==> src/hw/rtl/acss_pkg.sv <==
package acss_pkg;

    // Fixed field widths of the transaction ports
    localparam int OPCODE_W  = 2;
    localparam int CHANNEL_W = 4;
    localparam int SAMPLE_W  = 12;

    typedef enum logic [OPCODE_W-1:0] {
        OP_REQUEST = 2'd0,
        OP_DONE    = 2'd1,
        OP_QUERY   = 2'd2,
        OP_READ    = 2'd3
    } opcode_t;

    // Commands from the controller to the datapath
    typedef struct packed {
        logic load;   // capture the input transaction
        logic exec;   // apply the update and load the result register
    } cmd_t;

endpackage

==> src/hw/rtl/acss_ctrl.sv <==
module acss_ctrl (
    input  logic            aclk,
    input  logic            aresetn,
    input  logic            s_valid,
    output logic            s_ready,
    output logic            m_valid,
    input  logic            m_ready,
    output acss_pkg::cmd_t  cmd
);
    import acss_pkg::*;

    typedef enum logic [1:0] {
        ST_IDLE = 2'b01,
        ST_EXEC = 2'b10
    } state_t;

    state_t state_reg, state_next;
    logic   m_valid_reg, m_valid_next;
    logic   out_free;

    assign out_free = !m_valid_reg || m_ready;
    assign s_ready  = (state_reg == ST_IDLE);
    assign m_valid  = m_valid_reg;

    always_comb begin
        state_next = state_reg;
        cmd.load   = 1'b0;
        cmd.exec   = 1'b0;
        unique case (state_reg)
            ST_IDLE: begin
                if (s_valid) begin
                    cmd.load   = 1'b1;
                    state_next = ST_EXEC;
                end
            end
            ST_EXEC: begin
                // hold until the result register can take the new result
                if (out_free) begin
                    cmd.exec   = 1'b1;
                    state_next = ST_IDLE;
                end
            end
            default: begin
                state_next = ST_IDLE;
            end
        endcase
    end

    always_comb begin
        m_valid_next = m_valid_reg;
        if (m_valid_reg && m_ready) begin
            m_valid_next = 1'b0;
        end
        if (cmd.exec) begin
            m_valid_next = 1'b1;
        end
    end

    always_ff @(posedge aclk) begin
        if (!aresetn) begin
            state_reg   <= ST_IDLE;
            m_valid_reg <= 1'b0;
        end else begin
            state_reg   <= state_next;
            m_valid_reg <= m_valid_next;
        end
    end

    a_exec_out_free: assert property (@(posedge aclk) disable iff (!aresetn)
        cmd.exec |-> (!m_valid_reg || m_ready))
        else $error("result loaded over an untaken result");

    a_exec_sets_valid: assert property (@(posedge aclk) disable iff (!aresetn)
        cmd.exec |=> m_valid_reg)
        else $error("result register not marked valid after execute");

    a_load_then_exec: assert property (@(posedge aclk) disable iff (!aresetn)
        cmd.load |=> (state_reg == ST_EXEC && !s_ready))
        else $error("captured transaction not held for execute");

endmodule

==> src/hw/rtl/acss_dpath.sv <==
module acss_dpath #(
    parameter int NUM_CHANNELS = 16,
    parameter int SAMPLE_BITS  = 12,
    parameter int COUNT_BITS   = 4
) (
    input  logic                               aclk,
    input  logic                               aresetn,
    input  acss_pkg::cmd_t                     cmd,
    input  logic [acss_pkg::OPCODE_W-1:0]      s_opcode,
    input  logic [acss_pkg::CHANNEL_W-1:0]     s_channel,
    input  logic                               s_continuous,
    input  logic [acss_pkg::SAMPLE_W-1:0]      s_sample_value,
    output logic [acss_pkg::CHANNEL_W-1:0]     m_selected_channel,
    output logic                               m_converting,
    output logic                               m_done_flag,
    output logic [acss_pkg::SAMPLE_W-1:0]      m_stored_sample
);
    import acss_pkg::*;

    localparam int CH_BITS    = $clog2(NUM_CHANNELS);
    localparam int STORE_BITS = (SAMPLE_BITS < SAMPLE_W) ? SAMPLE_BITS : SAMPLE_W;

    // captured transaction
    opcode_t                 op_reg;
    logic [CHANNEL_W-1:0]    ch_reg;
    logic                    cont_reg;
    logic [STORE_BITS-1:0]   smp_reg;

    // per-channel tables
    logic                    mark_reg  [NUM_CHANNELS];
    logic                    mark_next [NUM_CHANNELS];
    logic [COUNT_BITS-1:0]   count_reg [NUM_CHANNELS];
    logic [COUNT_BITS-1:0]   count_next[NUM_CHANNELS];
    logic                    flag_reg  [NUM_CHANNELS];
    logic                    flag_next [NUM_CHANNELS];
    logic [STORE_BITS-1:0]   store_reg [NUM_CHANNELS];

    logic [CH_BITS-1:0]      cur_reg, cur_next;
    logic                    run_reg, run_next;

    // result register
    logic [CHANNEL_W-1:0]    sel_out_reg;
    logic                    conv_out_reg;
    logic                    flag_out_reg;
    logic [SAMPLE_W-1:0]     smp_out_reg;

    logic                    ch_ok;
    logic [CH_BITS-1:0]      idx;
    logic                    is_req, is_done, is_query, is_read;
    logic [NUM_CHANNELS-1:0] eligible, masked, pick_src, grant;
    logic [CH_BITS-1:0]      grant_idx;
    logic                    found;

    assign ch_ok    = (int'(ch_reg) < NUM_CHANNELS);
    assign idx      = CH_BITS'(ch_reg);
    assign is_req   = (op_reg == OP_REQUEST) && ch_ok;
    assign is_done  = (op_reg == OP_DONE) && run_reg;
    assign is_query = (op_reg == OP_QUERY) && ch_ok;
    assign is_read  = (op_reg == OP_READ) && ch_ok;

    // rotating priority: channels above the current one first, current one last
    always_comb begin
        for (int i = 0; i < NUM_CHANNELS; i++) begin
            eligible[i] = mark_reg[i] || (count_reg[i] != '0);
            masked[i]   = eligible[i] && (CH_BITS'(i) > cur_reg);
        end
    end

    assign found    = |eligible;
    assign pick_src = (|masked) ? masked : eligible;
    assign grant    = pick_src & (~pick_src + NUM_CHANNELS'(1));

    always_comb begin
        grant_idx = '0;
        for (int i = 0; i < NUM_CHANNELS; i++) begin
            if (grant[i]) begin
                grant_idx = grant_idx | CH_BITS'(i);
            end
        end
    end

    // per-channel next state, each lane sees only its own entry
    always_comb begin
        for (int i = 0; i < NUM_CHANNELS; i++) begin
            mark_next[i]  = mark_reg[i];
            count_next[i] = count_reg[i];
            flag_next[i]  = flag_reg[i];
            if (is_req && idx == CH_BITS'(i)) begin
                if (cont_reg) begin
                    mark_next[i]  = 1'b1;
                    count_next[i] = '0;
                end else if (mark_reg[i]) begin
                    mark_next[i]  = 1'b0;
                    count_next[i] = COUNT_BITS'(1);
                end else if (count_reg[i] != '1) begin
                    count_next[i] = count_reg[i] + COUNT_BITS'(1);
                end
            end
            if (is_done && grant[i] && !mark_reg[i]) begin
                count_next[i] = count_reg[i] - COUNT_BITS'(1);
            end
            if (is_done && cur_reg == CH_BITS'(i)) begin
                flag_next[i] = 1'b1;
            end
            if (is_query && idx == CH_BITS'(i)) begin
                flag_next[i] = 1'b0;
            end
        end
    end

    always_comb begin
        cur_next = cur_reg;
        run_next = run_reg;
        if (is_req) begin
            cur_next = idx;
            run_next = 1'b1;
        end else if (is_done) begin
            if (found) begin
                cur_next = grant_idx;
            end
            run_next = found;
        end
    end

    always_ff @(posedge aclk) begin
        if (cmd.load) begin
            op_reg   <= opcode_t'(s_opcode);
            ch_reg   <= s_channel;
            cont_reg <= s_continuous;
            smp_reg  <= STORE_BITS'(s_sample_value);
        end
    end

    always_ff @(posedge aclk) begin
        if (!aresetn) begin
            for (int i = 0; i < NUM_CHANNELS; i++) begin
                mark_reg[i]  <= 1'b0;
                count_reg[i] <= '0;
                flag_reg[i]  <= 1'b0;
                store_reg[i] <= '0;
            end
            cur_reg <= '0;
            run_reg <= 1'b0;
        end else if (cmd.exec) begin
            for (int i = 0; i < NUM_CHANNELS; i++) begin
                mark_reg[i]  <= mark_next[i];
                count_reg[i] <= count_next[i];
                flag_reg[i]  <= flag_next[i];
            end
            if (is_done) begin
                store_reg[cur_reg] <= smp_reg;
            end
            cur_reg <= cur_next;
            run_reg <= run_next;
        end
    end

    always_ff @(posedge aclk) begin
        if (cmd.exec) begin
            sel_out_reg  <= CHANNEL_W'(cur_next);
            conv_out_reg <= run_next;
            flag_out_reg <= is_query ? flag_reg[idx] : 1'b0;
            smp_out_reg  <= is_read ? SAMPLE_W'(store_reg[idx]) : '0;
        end
    end

    assign m_selected_channel = sel_out_reg;
    assign m_converting       = conv_out_reg;
    assign m_done_flag        = flag_out_reg;
    assign m_stored_sample    = smp_out_reg;

    a_grant_onehot0: assert property (@(posedge aclk) disable iff (!aresetn)
        $onehot0(grant))
        else $error("round-robin grant has more than one channel");

    a_request_starts: assert property (@(posedge aclk) disable iff (!aresetn)
        (cmd.exec && is_req) |=> run_reg)
        else $error("request did not start the converter");

    a_empty_search_stops: assert property (@(posedge aclk) disable iff (!aresetn)
        (cmd.exec && is_done && !found) |=> !run_reg)
        else $error("converter kept running with no eligible channel");

endmodule

==> src/hw/rtl/adc_channel_scan_sequencer.sv <==
// Round-robin conversion scheduler for NUM_CHANNELS converter channels. Each
// input transaction carries one command: a channel request (continuous, or one
// more single conversion, saturating at 2^COUNT_BITS-1), a conversion-done
// event with its sample, a read-and-clear of a channel's done flag, or a
// sample read. Every transaction yields exactly one result transaction with
// the selected channel and running state after the command, plus the flag or
// sample that was asked for (zero otherwise). A transaction is first captured,
// then the controller issues the execute step that applies the update, the
// rotating priority search over the channel table and the result load. The
// execute step waits only while the output register still holds an untaken
// result; the next transaction is not accepted until the execute step is
// done. Channels at or beyond NUM_CHANNELS are ignored by requests and read
// back as zero. The first conversion after a request consumes no count.
// Reset clears all per-channel tables at once; there is no clearing pass.
module adc_channel_scan_sequencer #(
    parameter int NUM_CHANNELS = 16,
    parameter int SAMPLE_BITS  = 12,
    parameter int COUNT_BITS   = 4
) (
    input  logic                               aclk,
    input  logic                               aresetn,
    input  logic                               s_valid,
    output logic                               s_ready,
    input  logic [acss_pkg::OPCODE_W-1:0]      s_opcode,
    input  logic [acss_pkg::CHANNEL_W-1:0]     s_channel,
    input  logic                               s_continuous,
    input  logic [acss_pkg::SAMPLE_W-1:0]      s_sample_value,
    output logic                               m_valid,
    input  logic                               m_ready,
    output logic [acss_pkg::CHANNEL_W-1:0]     m_selected_channel,
    output logic                               m_converting,
    output logic                               m_done_flag,
    output logic [acss_pkg::SAMPLE_W-1:0]      m_stored_sample
);
    import acss_pkg::*;

    cmd_t cmd;

    // Sequence capture and execute, and own the result handshake
    acss_ctrl u_ctrl (
        .aclk    (aclk),
        .aresetn (aresetn),
        .s_valid (s_valid),
        .s_ready (s_ready),
        .m_valid (m_valid),
        .m_ready (m_ready),
        .cmd     (cmd)
    );

    // Channel tables, round-robin search and result register
    acss_dpath #(
        .NUM_CHANNELS (NUM_CHANNELS),
        .SAMPLE_BITS  (SAMPLE_BITS),
        .COUNT_BITS   (COUNT_BITS)
    ) u_dpath (
        .aclk               (aclk),
        .aresetn            (aresetn),
        .cmd                (cmd),
        .s_opcode           (s_opcode),
        .s_channel          (s_channel),
        .s_continuous       (s_continuous),
        .s_sample_value     (s_sample_value),
        .m_selected_channel (m_selected_channel),
        .m_converting       (m_converting),
        .m_done_flag        (m_done_flag),
        .m_stored_sample    (m_stored_sample)
    );

endmodule

==> config.mk <==
export PLATFORM = sky130hd
export DESIGN_NAME = adc_channel_scan_sequencer
export DESIGN_NICKNAME = d
export VERILOG_FILES = /design/src/hw/rtl/acss_pkg.sv /design/src/hw/rtl/acss_ctrl.sv /design/src/hw/rtl/acss_dpath.sv /design/src/hw/rtl/adc_channel_scan_sequencer.sv
export SDC_FILE = /design/constraint.sdc
export NUM_CORES = 1
export LEC_CHECK = 0
export BUFFER_PORTS_ARGS = -buffer_cell sky130_fd_sc_hd__buf_2
export CAP_MARGIN = 20
export CELL_PAD_IN_SITES_DETAIL_PLACEMENT = 1
export CELL_PAD_IN_SITES_GLOBAL_PLACEMENT = 1
export CORE_ASPECT_RATIO = 0.9
export CORE_MARGIN = 2
export CORE_UTILIZATION = 34
export DETAILED_ROUTE_END_ITERATION = 8
export PLACE_DENSITY_LB_ADDON = 0.15
export SETUP_SLACK_MARGIN = 0.02
export SLEW_MARGIN = 20
export SYNTH_ARGS = -nofsm -noshare
export SYNTH_HDL_FRONTEND = slang
export SYNTH_SLANG_ARGS = --single-unit
==> constraint.sdc <==
create_clock -name aclk -period 5.2 [get_ports aclk]
set_input_delay 0.52 -clock aclk [delete_from_list [all_inputs] [get_ports aclk]]
set_output_delay 0.52 -clock aclk [all_outputs]
set_load 0.1 [all_outputs]
== After elaboration in Yosys (flattened, before gate mapping) ==
Memories as Yosys holds them, arrays and structs flattened. A register that Yosys moved wholly into a read port is not among the register bits.
Index checks and enable logic that the tools add are counted.

* $add $sub $neg: 33
* Multiply operators: 0
* Divide/modulo/power cells: 0
* Magnitude comparators: 16
* Equal/unequal tests: 69
* Shifts and indexed selects: 0
* Multiplexer cells: 218
* Bitwise logic cells: 50
* Reduce and logical (&&, ||, !) cells: 174

{| class="wikitable"
|+ Operator list
! cell !! count
|-
| two-way mux 4 bit || 108
|-
| two-way mux 1 bit || 99
|-
| logical AND 1 bit || 98
|-
| adder 4 x 1 -> 4 bit, second input constant || 16
|-
| == test 4 bit, second input constant || 16
|-
| != test 4 bit, second input constant || 16
|-
| nonzero test 4 bit || 16
|-
| subtractor 4 x 1 -> 4 bit, second input constant || 16
|-
| OR 1 bit || 48
|-
| != test 2 bit, second input constant || 17
|-
| AND reduction 2 bit || 17
|-
| == test 4 x 3 -> 1 bit, second input constant || 8
|-
| greater-than comparator 4 bit, first input constant || 8
|-
| OR reduction 16 bit || 2
|-
| logical NOT 1 bit || 19
|-
| logical OR 1 bit || 17
|-
| adder 16 x 1 -> 16 bit, second input constant || 1
|-
| bitwise AND 16 bit || 1
|-
| == test 4 x 2 -> 1 bit, second input constant || 4
|-
| greater-than comparator 3 x 4 -> 1 bit, first input constant || 4
|-
| two-way mux 16 bit || 1
|-
| inverter 16 bit || 1
|-
| two-way mux 12 bit || 1
|-
| two-way mux 3 bit || 4
|-
| 12 further kinds || 22
|}

* Bits in registers: 32
* Latch bits: 0
* Bits in writable memories: 288
* Bits in read-only memories: 0
* Input bits: 23
* Output and inout bits: 20
* Word-level logic and storage cells: 574
* Memories kept: 4

{| class="wikitable"
|+ Memories
! memory !! depth !! bits a word !! rd ports !! clocked after Yosys merged registers in !! write ports !! line !! RTL
|-
| u_dpath.store_reg || 16 || 12 || 1 || 1 || 16 || acss_dpath.sv:36 || <nowiki>logic [STORE_BITS-1:0] store_reg [NUM_CHANNELS];</nowiki>
|-
| u_dpath.count_reg || 16 || 4 || 16 || 0 || 16 || acss_dpath.sv:32 || <nowiki>logic [COUNT_BITS-1:0] count_reg [NUM_CHANNELS];</nowiki>
|-
| u_dpath.flag_reg || 16 || 1 || 1 || 1 || 16 || acss_dpath.sv:34 || <nowiki>logic flag_reg [NUM_CHANNELS];</nowiki>
|-
| u_dpath.mark_reg || 16 || 1 || 16 || 0 || 16 || acss_dpath.sv:30 || <nowiki>logic mark_reg [NUM_CHANNELS];</nowiki>
|}

== Depth between registers and ports, before layout ==
Gate-level depths: netlist (run 1).
An unclocked memory read counts as a cell.

* Depth after elaboration: 27
* Gate-level depth with buffers: 14
* Mapped depth without buffers: 12

== By module ==
From an unflattened synthesis (run 1), not the netlist that was laid out.

* Cell total of the unflattened synthesis: 1552
* Area, all modules: 18715.4 sq um

{| class="wikitable"
|+ By module, submodules not included
! module !! instances !! cells an instance !! area each (sq um) !! seq. area each (sq um)
|-
| acss_dpath || 1 || 1539 || 18581.6 || 9769.4
|-
| acss_ctrl || 1 || 13 || 133.9 || 60.1
|}

== Least setup slack after synthesis (run 1) ==
Ideal clock, no wire load.

* Path kind: flip-flop to flip-flop
* From: memory u_dpath.count_reg[3][1] (netlist: u_dpath.count_reg[0][13])
* To: memory u_dpath.count_reg[14][0] (netlist: u_dpath.count_reg[0][56]), enable pin
* Library setup time: 361 ps
* Data arrival time: 3235 ps
* Data required time: 4839 ps
* Setup slack: 1603 ps
* Cell stages (with the launch flop): 14
* Buffers on the path: 1
* Clock period less this slack: 3597 ps
* Path through: edfxtp_1 inv_1 ha_1 nor4b_4 and2_1 and3_4 nand3_4 and3_4 or3_1 buf_2 nor3_1 nand3_1 or2_2 o21ai_0

{| class="wikitable"
|+ RTL lines
! what !! line
|-
| start: declaration || acss_dpath.sv:32
|}

==> impl_results.md, run 1 <==
- Synthesized flop and latch total: approximately 330
- Syn nets: roughly 1600
- WHS: between 100 and 150 ps
- Post-synth top flop: edfxtp_1
- VDD IR max: about 0.22 mV
- Wirelength per Cell: 24.1 um
- Die Width: 247 um
- Crit path depth: 9
- Port bufs: 42
- H-tree levels: 2
- Layout Nets: roughly 1600
- Static Leak: 7.42 nW
- Later-pin clock latency in the skew report: slightly below 600 ps
- Worst path required time: about 5400 ps
- Total setup buffers inserted after CTS: 0
- Via count: between 10000 and 15000
- Vias in the first global route: between 10000 and 15000
- Final Critical Period: between 4000 and 5000 ps
- Status: finished clean
- Final WL: 55.1 mm
- Critical Path Start: u_dpath.cur_reg[2]
- Final Max Tran Viols: 0
- Die area: about 0.055 mm^2
- DRC viols: 0
- Area delta synth->final: 13.2%
- Row count: 80
- Core ar.: ~0.053 mm^2
- Worst-path clk slew: ~60 ps
- Starting Density: 34.3%
- Cts hold-fix bufs: 0
- Slew HR: between 20% and 30%
- DIE HEIGHT: between 200 and 250 um
- Final Skew: 23.8 ps
- Iter 0 DRT Violations: roughly 1100
- Reg-to-reg startpoint: u_dpath.cur_reg[2]
- Post-cts sizing count: 0
- Max-Cap Viols: 0
- CP Capture Point: u_dpath.count_reg[0][59]
- Sequence of cells on the critical path: clkinv_1 > nor2_1 > o311ai_0 > nand2b_1 > or3_1 > nor3_1 > nand3_1 > or2_2 > o21ai_0
- Largest net degree at the start of global routing: 57
- R2r endpoint: u_dpath.count_reg[0][59]
- Layout Cells excl Fill: 2289
- Post-Syn Instances: 1521
- Post-route ant nets: 0
- Clock sink count: ~330
- Hold WC Path Type: in2reg
- Post-Syn Area: approximately 0.018 mm^2
- Routed vias/inst: between 5 and 6
- Final Setup Violations: 0
- Initial antenna violation count: 3
- Ratio of cells with drive above 1 in the final layout: between 10% and 20%
- Clock buffer depth: 3
- Total track usage: a little over 20%
- Endpoints failing hold: 0
- Final instance area: 0.0205 mm^2
- Critical Path Source Type: flop
- Cells after DPL: 2211
- DR pass1 iterations: 7
- Worst slew pin tran: around 1100 ps
- Gr ovfl total: 0
- Final Cycle Share: 87.8%
- Post-DP Area: ~0.019 mm^2
- Sequential cell area fraction in the yosys report: 54.3%
- Warnings, synthesis: 0
- Area leader, netlist: edfxtp_1
- CP Buf/Inv Count: 1
- CP arrival: 4760 ps
- Fmax: around 220 MHz
- CTS tree: done
- First-pass GRT wire length: 83.9 mm
- RSZ-0062 raised after global routing: no
- Worst R2R Setup Slack: ~630 ps
- Most frequent cells in the layout: edfxtp_1 (316), and2_1 (153), nor2_1 (112)
- Max FFs per register: about 190
- Crit Path Max Fanout: 15
- CTS Buf Count: 42
- CTS root buf: clkbuf_16
- Synth unique cells: 87
- Commonest non-fill, non-tap cell in the layout: edfxtp_1
- Crit Path Category: reg2reg
- Gp weighted congestion: approximately 0.86
- HPWL Detailed: roughly 38 mm
- Max stage delay cell, worst path: dfxtp_1
- Post-synth top area share: between 50% and 60%
- Crit end category: flop
- IO Count: 43
- Diodes inserted: 0
- CP max stage delay: around 710 ps
- Power per cell area: between 300 and 400 mW/mm^2
- R2R cell count: 9
- Setup TNS: 0 ps
- Async set-or-reset flop fraction in the synthesized netlist: 0%
- Average size of a mapped cell: ~12 um^2
- Post-synth EDFFs: roughly 320
- Largest cells by area after synthesis: edfxtp_1 (52%), mux4_2 (8.1%), and2_1 (5.3%), ha_1 (3.3%), o21ai_0 (2.4%)
- Kind of cell adding the most delay to the critical path: simple AND/OR/NAND/NOR gates
area by class of cell:
class / count / area [um^2]
inverter: 61 / 229
clock buffer: 53 / 1100
clock inverter: 24 / 214
timing repair buffer: 89 / 576
fill: 5648 / 32300
multi-input combinational: 1032 / 7690
tap: 697 / 872
sequential: 333 / 9830
synthesized netlist by cell type, types with 5 or more instances:
| cell type | instances |
|---|---|
| o22ai_1 | 10 |
| mux2i_1 | 8 |
| clkbuf_1 | 78 |
| a22oi_1 | 7 |
| and2_1 | 153 |
| or4_1 | 6 |
| dfxtp_1 | 17 |
| a211oi_1 | 13 |
| nand3_1 | 31 |
| o31ai_1 | 6 |
| a221oi_1 | 14 |
| ha_1 | 48 |
| xor2_1 | 15 |
| mux4_2 | 65 |
| a31oi_1 | 24 |
| nor3_1 | 35 |
| or3_1 | 10 |
| nand2b_1 | 15 |
| nor4b_2 | 7 |
| nand2_1 | 71 |
| nor4_1 | 10 |
| nor4b_4 | 5 |
| buf_1 | 5 |
| nor2b_1 | 8 |
| buf_2 | 10 |
| o21ai_0 | 87 |
| o211ai_1 | 9 |
| o221ai_1 | 8 |
| edfxtp_1 | 316 |
| nor2_1 | 113 |
| a21oi_1 | 74 |
| nand4_1 | 23 |
| a41oi_1 | 5 |
| and3_1 | 69 |
| inv_1 | 57 |
worst register-to-register path: cells and delay by family, from the launching register on:
kind | cells | cell delay [ps]
AO/OA/AOI/OAI | 2 | 710
buffers and inverters | 1 | 500
flip-flops | 1 | 710
AND/OR/NAND/NOR | 6 | 2270
report_power, final:
| part | switching (mW) | leakage, nW | internal (mW) |
|---|---|---|---|
| clock network | 1.20 | 0.641 | 1.62 |
| logic | 0.311 | 3.41 | 0.185 |
| registers | 0.102 | 3.36 | 3.03 |
cell families (layout without fill, tap and decap cells):
family | Yosys count | after routing | share of synthesized area [%]
buf+inv | 156 | 227 | 3.36
fa+ha+maj | 48 | 48 | 3.31
compound gates | 306 | 306 | 11.0
simple gates | 584 | 584 | 18.5
flops | 333 | 333 | 54.3
mux | 76 | 76 | 8.71
xor+xnor | 18 | 18 | 0.870
worst min path at each step:
stage | slack [ps] | endpoint | from | depth (start not counted)
after floorplan | 480 | u_dpath.run_reg | u_dpath.run_reg | 2
after global placement | 500 | u_dpath.flag_reg[7] | u_dpath.flag_reg[7] | 2
after detailed placement | 510 | u_dpath.flag_reg[5] | u_dpath.flag_reg[5] | 2
after CTS | 80 | u_dpath.smp_reg[9] | s_sample_value[9] | 1
after global routing | 90 | u_dpath.smp_reg[3] | s_sample_value[3] | 1
final | 110 | u_dpath.smp_reg[3] | s_sample_value[3] | 1
metal layers:
metal  track usage, %  up-vias  share of wire, %
met5                0        -                 0
met4             5.79        0               2.4
met3             2.51       78               5.0
met2             29.6      334                43
met1             31.2     6571                49
li1                 -     5875                 -
through the flow:
stage / worst slack (ps) / util (%) / power (mW)
3_5_place_dp: 702 / 36.3 / 3.69
6_report: 633 / 38.8 / 6.45
5_1_grt: 344 / 38.8 / 6.68
4_1_cts: 668 / 38.8 / 6.53
2_1_floorplan: 1600 / - / 3.48
3_3_place_gp: 840 / 36.3 / 3.68
Note: power is estimated with default switching activity, not from simulation.
==> inputs of run 2 (changes only) <==
--- a/config.mk
+++ b/config.mk
@@ -5,6 +5,7 @@
 export SDC_FILE = /design/constraint.sdc
 export NUM_CORES = 1
 export LEC_CHECK = 0
+export ABC_AREA = 1
 export BUFFER_PORTS_ARGS = -buffer_cell sky130_fd_sc_hd__buf_2
 export CAP_MARGIN = 20
 export CELL_PAD_IN_SITES_DETAIL_PLACEMENT = 1
@@ -12,6 +13,7 @@
 export CORE_ASPECT_RATIO = 0.9
 export CORE_MARGIN = 2
 export CORE_UTILIZATION = 34
+export CTS_CLUSTER_DIAMETER = 200
 export DETAILED_ROUTE_END_ITERATION = 8
 export PLACE_DENSITY_LB_ADDON = 0.15
 export SETUP_SLACK_MARGIN = 0.02
==> constraint.sdc (replaced) <==
create_clock -name aclk -period 5.2 [get_ports aclk]
set_input_delay 0.26 -clock aclk [delete_from_list [all_inputs] [get_ports aclk]]
set_output_delay 0.26 -clock aclk [all_outputs]
set_load 0.1 [all_outputs]
==> impl_results.md, run 2 <==
- Fmax: 273 MHz (+25%)
- Die Width: 241 um (-2.6%)
- Crit Path Category: reg2reg
- Setup TNS: 0 ps (unchanged)
- Gr ovfl total: 0 (unchanged)
- Hold WC Path Type: in2reg
- Total track usage: 20.6% (+0.39 points)
- Power per cell area: 328 mW/mm^2 (+4.3%)
- Post-route ant nets: 0 (unchanged)
- Clock sink count: 333 (unchanged)
- VDD IR max: 0.255 mV (+18%)
- Worst slew pin tran: 1000 ps (-116 ps)
- Synth unique cells: 53 (-39%)
- Critical Path Source Type: flop
- First-pass GRT wire length: 81.7 mm (-2.7%)
- Slew HR: 33.2% (+8.0 points)
- WHS: 82.3 ps (-30.7 ps)
- Synthesized flop and latch total: 333 (unchanged)
- Max-Cap Viols: 0 (unchanged)
- Largest net degree at the start of global routing: 59 (+3.5%)
- CP arrival: 3880 ps (-880 ps)
- DR pass1 iterations: 5 (-2)
- Async set-or-reset flop fraction in the synthesized netlist: 0% (unchanged)
- Wirelength per Cell: 21.3 um (-12%)
- Later-pin clock latency in the skew report: 580 ps (about the same)
- Ratio of cells with drive above 1 in the final layout: 11.3% (-4.9 points)
- Worst path required time: 5410 ps (about the same)
- Pwr Total: 6.43 mW (-0.38%)
- Crit Path Max Fanout: 16 (+1)
- CTS Buf Count: 40 (-4.8%)
- CTS root buf: clkbuf_16
- Max FFs per register: 192 (unchanged)
- Commonest non-fill, non-tap cell in the layout: edfxtp_1
- Cells after DPL: 2394 (+8.3%)
- Gp weighted congestion: 0.822 (-4.4%)
- Die area: 0.0523 mm^2 (-5.1%)
- Post-synth top flop: edfxtp_1
- HPWL Detailed: 36.5 mm (-4.5%)
- Final Setup Violations: 0 (unchanged)
- Diodes inserted: 0 (unchanged)
- Static Leak: 7.72 nW (+4.1%)
- Top Layer Used: met4
- Warnings, synthesis: 0 (unchanged)
- Routed vias/inst: 5.24 (-6.8%)
- Post-DP Area: 0.0181 mm^2 (-5.7%)
- Core ar.: 0.0502 mm^2 (-5.1%)
- Syn nets: 1808 (+14%)
- Final WL: 52.9 mm (-4.1%)
- Crit end category: flop
- Worst setup margin: 1540 ps (+902 ps)
- Vias in the first global route: 13336 (+1.8%)
- Final Skew: 35.8 ps (+12.0 ps)
- Status: finished clean
- Worst-path clk slew: 60 ps (about the same)
- Endpoints failing hold: 0 (unchanged)
- Area delta synth->final: 14.0%
- Met3 WL: 1.59 mm (-42%)
- Layout Nets: 1846 (+13%)
- Largest cells by area after synthesis: edfxtp_1 (55%), nor2_1 (6.3%), nand2_1 (5.9%), a22oi_1 (4.5%), ha_1 (3.5%)
- Iter 0 DRT Violations: 755 (-30%)
- DIE HEIGHT: 217 um (-2.6%)
- Via count: 13024 (+1.3%)
- Final Cycle Share: 70.5% (-17 points)
- Area leader, netlist: edfxtp_1
- Post-Syn Area: 0.0172 mm^2 (-5.2%)
- Post-Syn Instances: 1737 (+14%)
- Layout Cells excl Fill: 2487 (+8.7%)
- Post-Place Worst Slack: 1500 ps (+797 ps)
- Sequential cell area fraction in the yosys report: 57.2% (+3.0 points)
- CTS tree: done
- Post-synth top cells: edfxtp_1 (316), nor2_1 (288), nand2_1 (271), inv_1 (140), a22oi_1 (104)
- Post-synth top area share: 55.3% (+2.9 points)
- Met2 WL post-DR: 25.7 mm (+7.8%)
- Port bufs: 42 (unchanged)
- H-tree levels: 2 (unchanged)
- Final instance area: 0.0196 mm^2 (-4.5%)
- Initial antenna violation count: 1 (-2)
- Final Critical Period: 3660 ps (-902 ps)
- Average size of a mapped cell: 9.89 um^2 (-17%)
- Post-synth EDFFs: 316 (unchanged)
- IO Count: 43 (unchanged)
- RSZ-0062 raised after global routing: no
- Starting Density: 34.2% (-0.047 points)
- Row count: 78 (-2.5%)
- Final core occ: 39.0% (+0.23 points)
- Most frequent cells in the layout: edfxtp_1 (316), nor2_1 (283), nand2_1 (271)
- Most common cell in the netlist: edfxtp_1
- DRC viols: 0 (unchanged)
- Clock buffer depth: 3 (unchanged)
- Met1 WL: 24.4 mm (-10%)
- Final Max Tran Viols: 0 (unchanged)
## run 2: changes by cell type in the layout (fill, tap and decap cells not counted), sizes merged, moves of 20 or more
cell | previous run | this run
nand3 | 32 | 88
and2 | 153 | 1
nor2 | 113 | 310
mux4 | 65 | 0
buf | 89 | 63
inv | 59 | 155
xor2 | 15 | 39
and3 | 71 | 0
nand2 | 71 | 288
o21ai | 91 | 59
a31oi | 25 | 2
a22oi | 8 | 104
nor3 | 36 | 16
## run 2: worst paths after layout
path	slack, ps	depth (start not counted)	endpoint	from
min reg2reg	470	2	u_dpath.flag_reg[5]	u_dpath.flag_reg[5]
max	1540	11	u_dpath.store_reg[4][9]	u_ctrl.state_reg[1]
max reg2reg	1540	11	u_dpath.store_reg[4][9]	u_ctrl.state_reg[1]
min	80	3	u_ctrl.m_valid	m_ready
## run 2: what timing repair did
item                      4_1_cts  5_1_grt
buffers inserted                0        0
hold buffers                   19        0
gates resized for setup         0        0
hold endpoints to repair       19        0
## run 2: power breakdown
part	internal, mW	total (mW)	switching (mW)
Sequential	3.04	3.10	0.0668
Clock	1.65	2.83	1.18
Combinational	0.132	0.501	0.369
## run 2: final cells by class
class | count | area, um^2
Timing Repair Buffer | 82 | 558
Clock buffer | 51 | 1050
Fill cell | 5655 | 30600
Multi-Input combinational cell | 1161 | 6440
Clock inverter | 23 | 258
Inverter | 157 | 589
Tap cell | 680 | 851
Sequential cell | 333 | 9830
## run 2: layer usage
layer,up-vias,global-route usage (%)
met2,209,34.8
met3,67,2.37
met4,0,5.49
li1,6163,-
met1,6585,28.0
met5,-,0
## run 2: worst max-delay path, stage by stage, from the launching register on
cell and delay [ps]:
dfxtp_1 300, inv_1 40, nor2_1 170, inv_1 70
nor2_2 90, inv_1 310, nor2_1 190, buf_4 300
inv_2 70, nor2_2 400, nand3_1 640, nand2_1 720
## run 2: cells by family after synthesis
| kind of cell | after synthesis | synth area share (%) |
|---|---|---|
| fa+ha+maj | 48 | 3.50 |
| buf+inv | 243 | 5.39 |
| xor+xnor | 42 | 2.14 |
| flops | 333 | 57.2 |
| simple gates | 769 | 20.1 |
| compound gates | 302 | 11.7 |
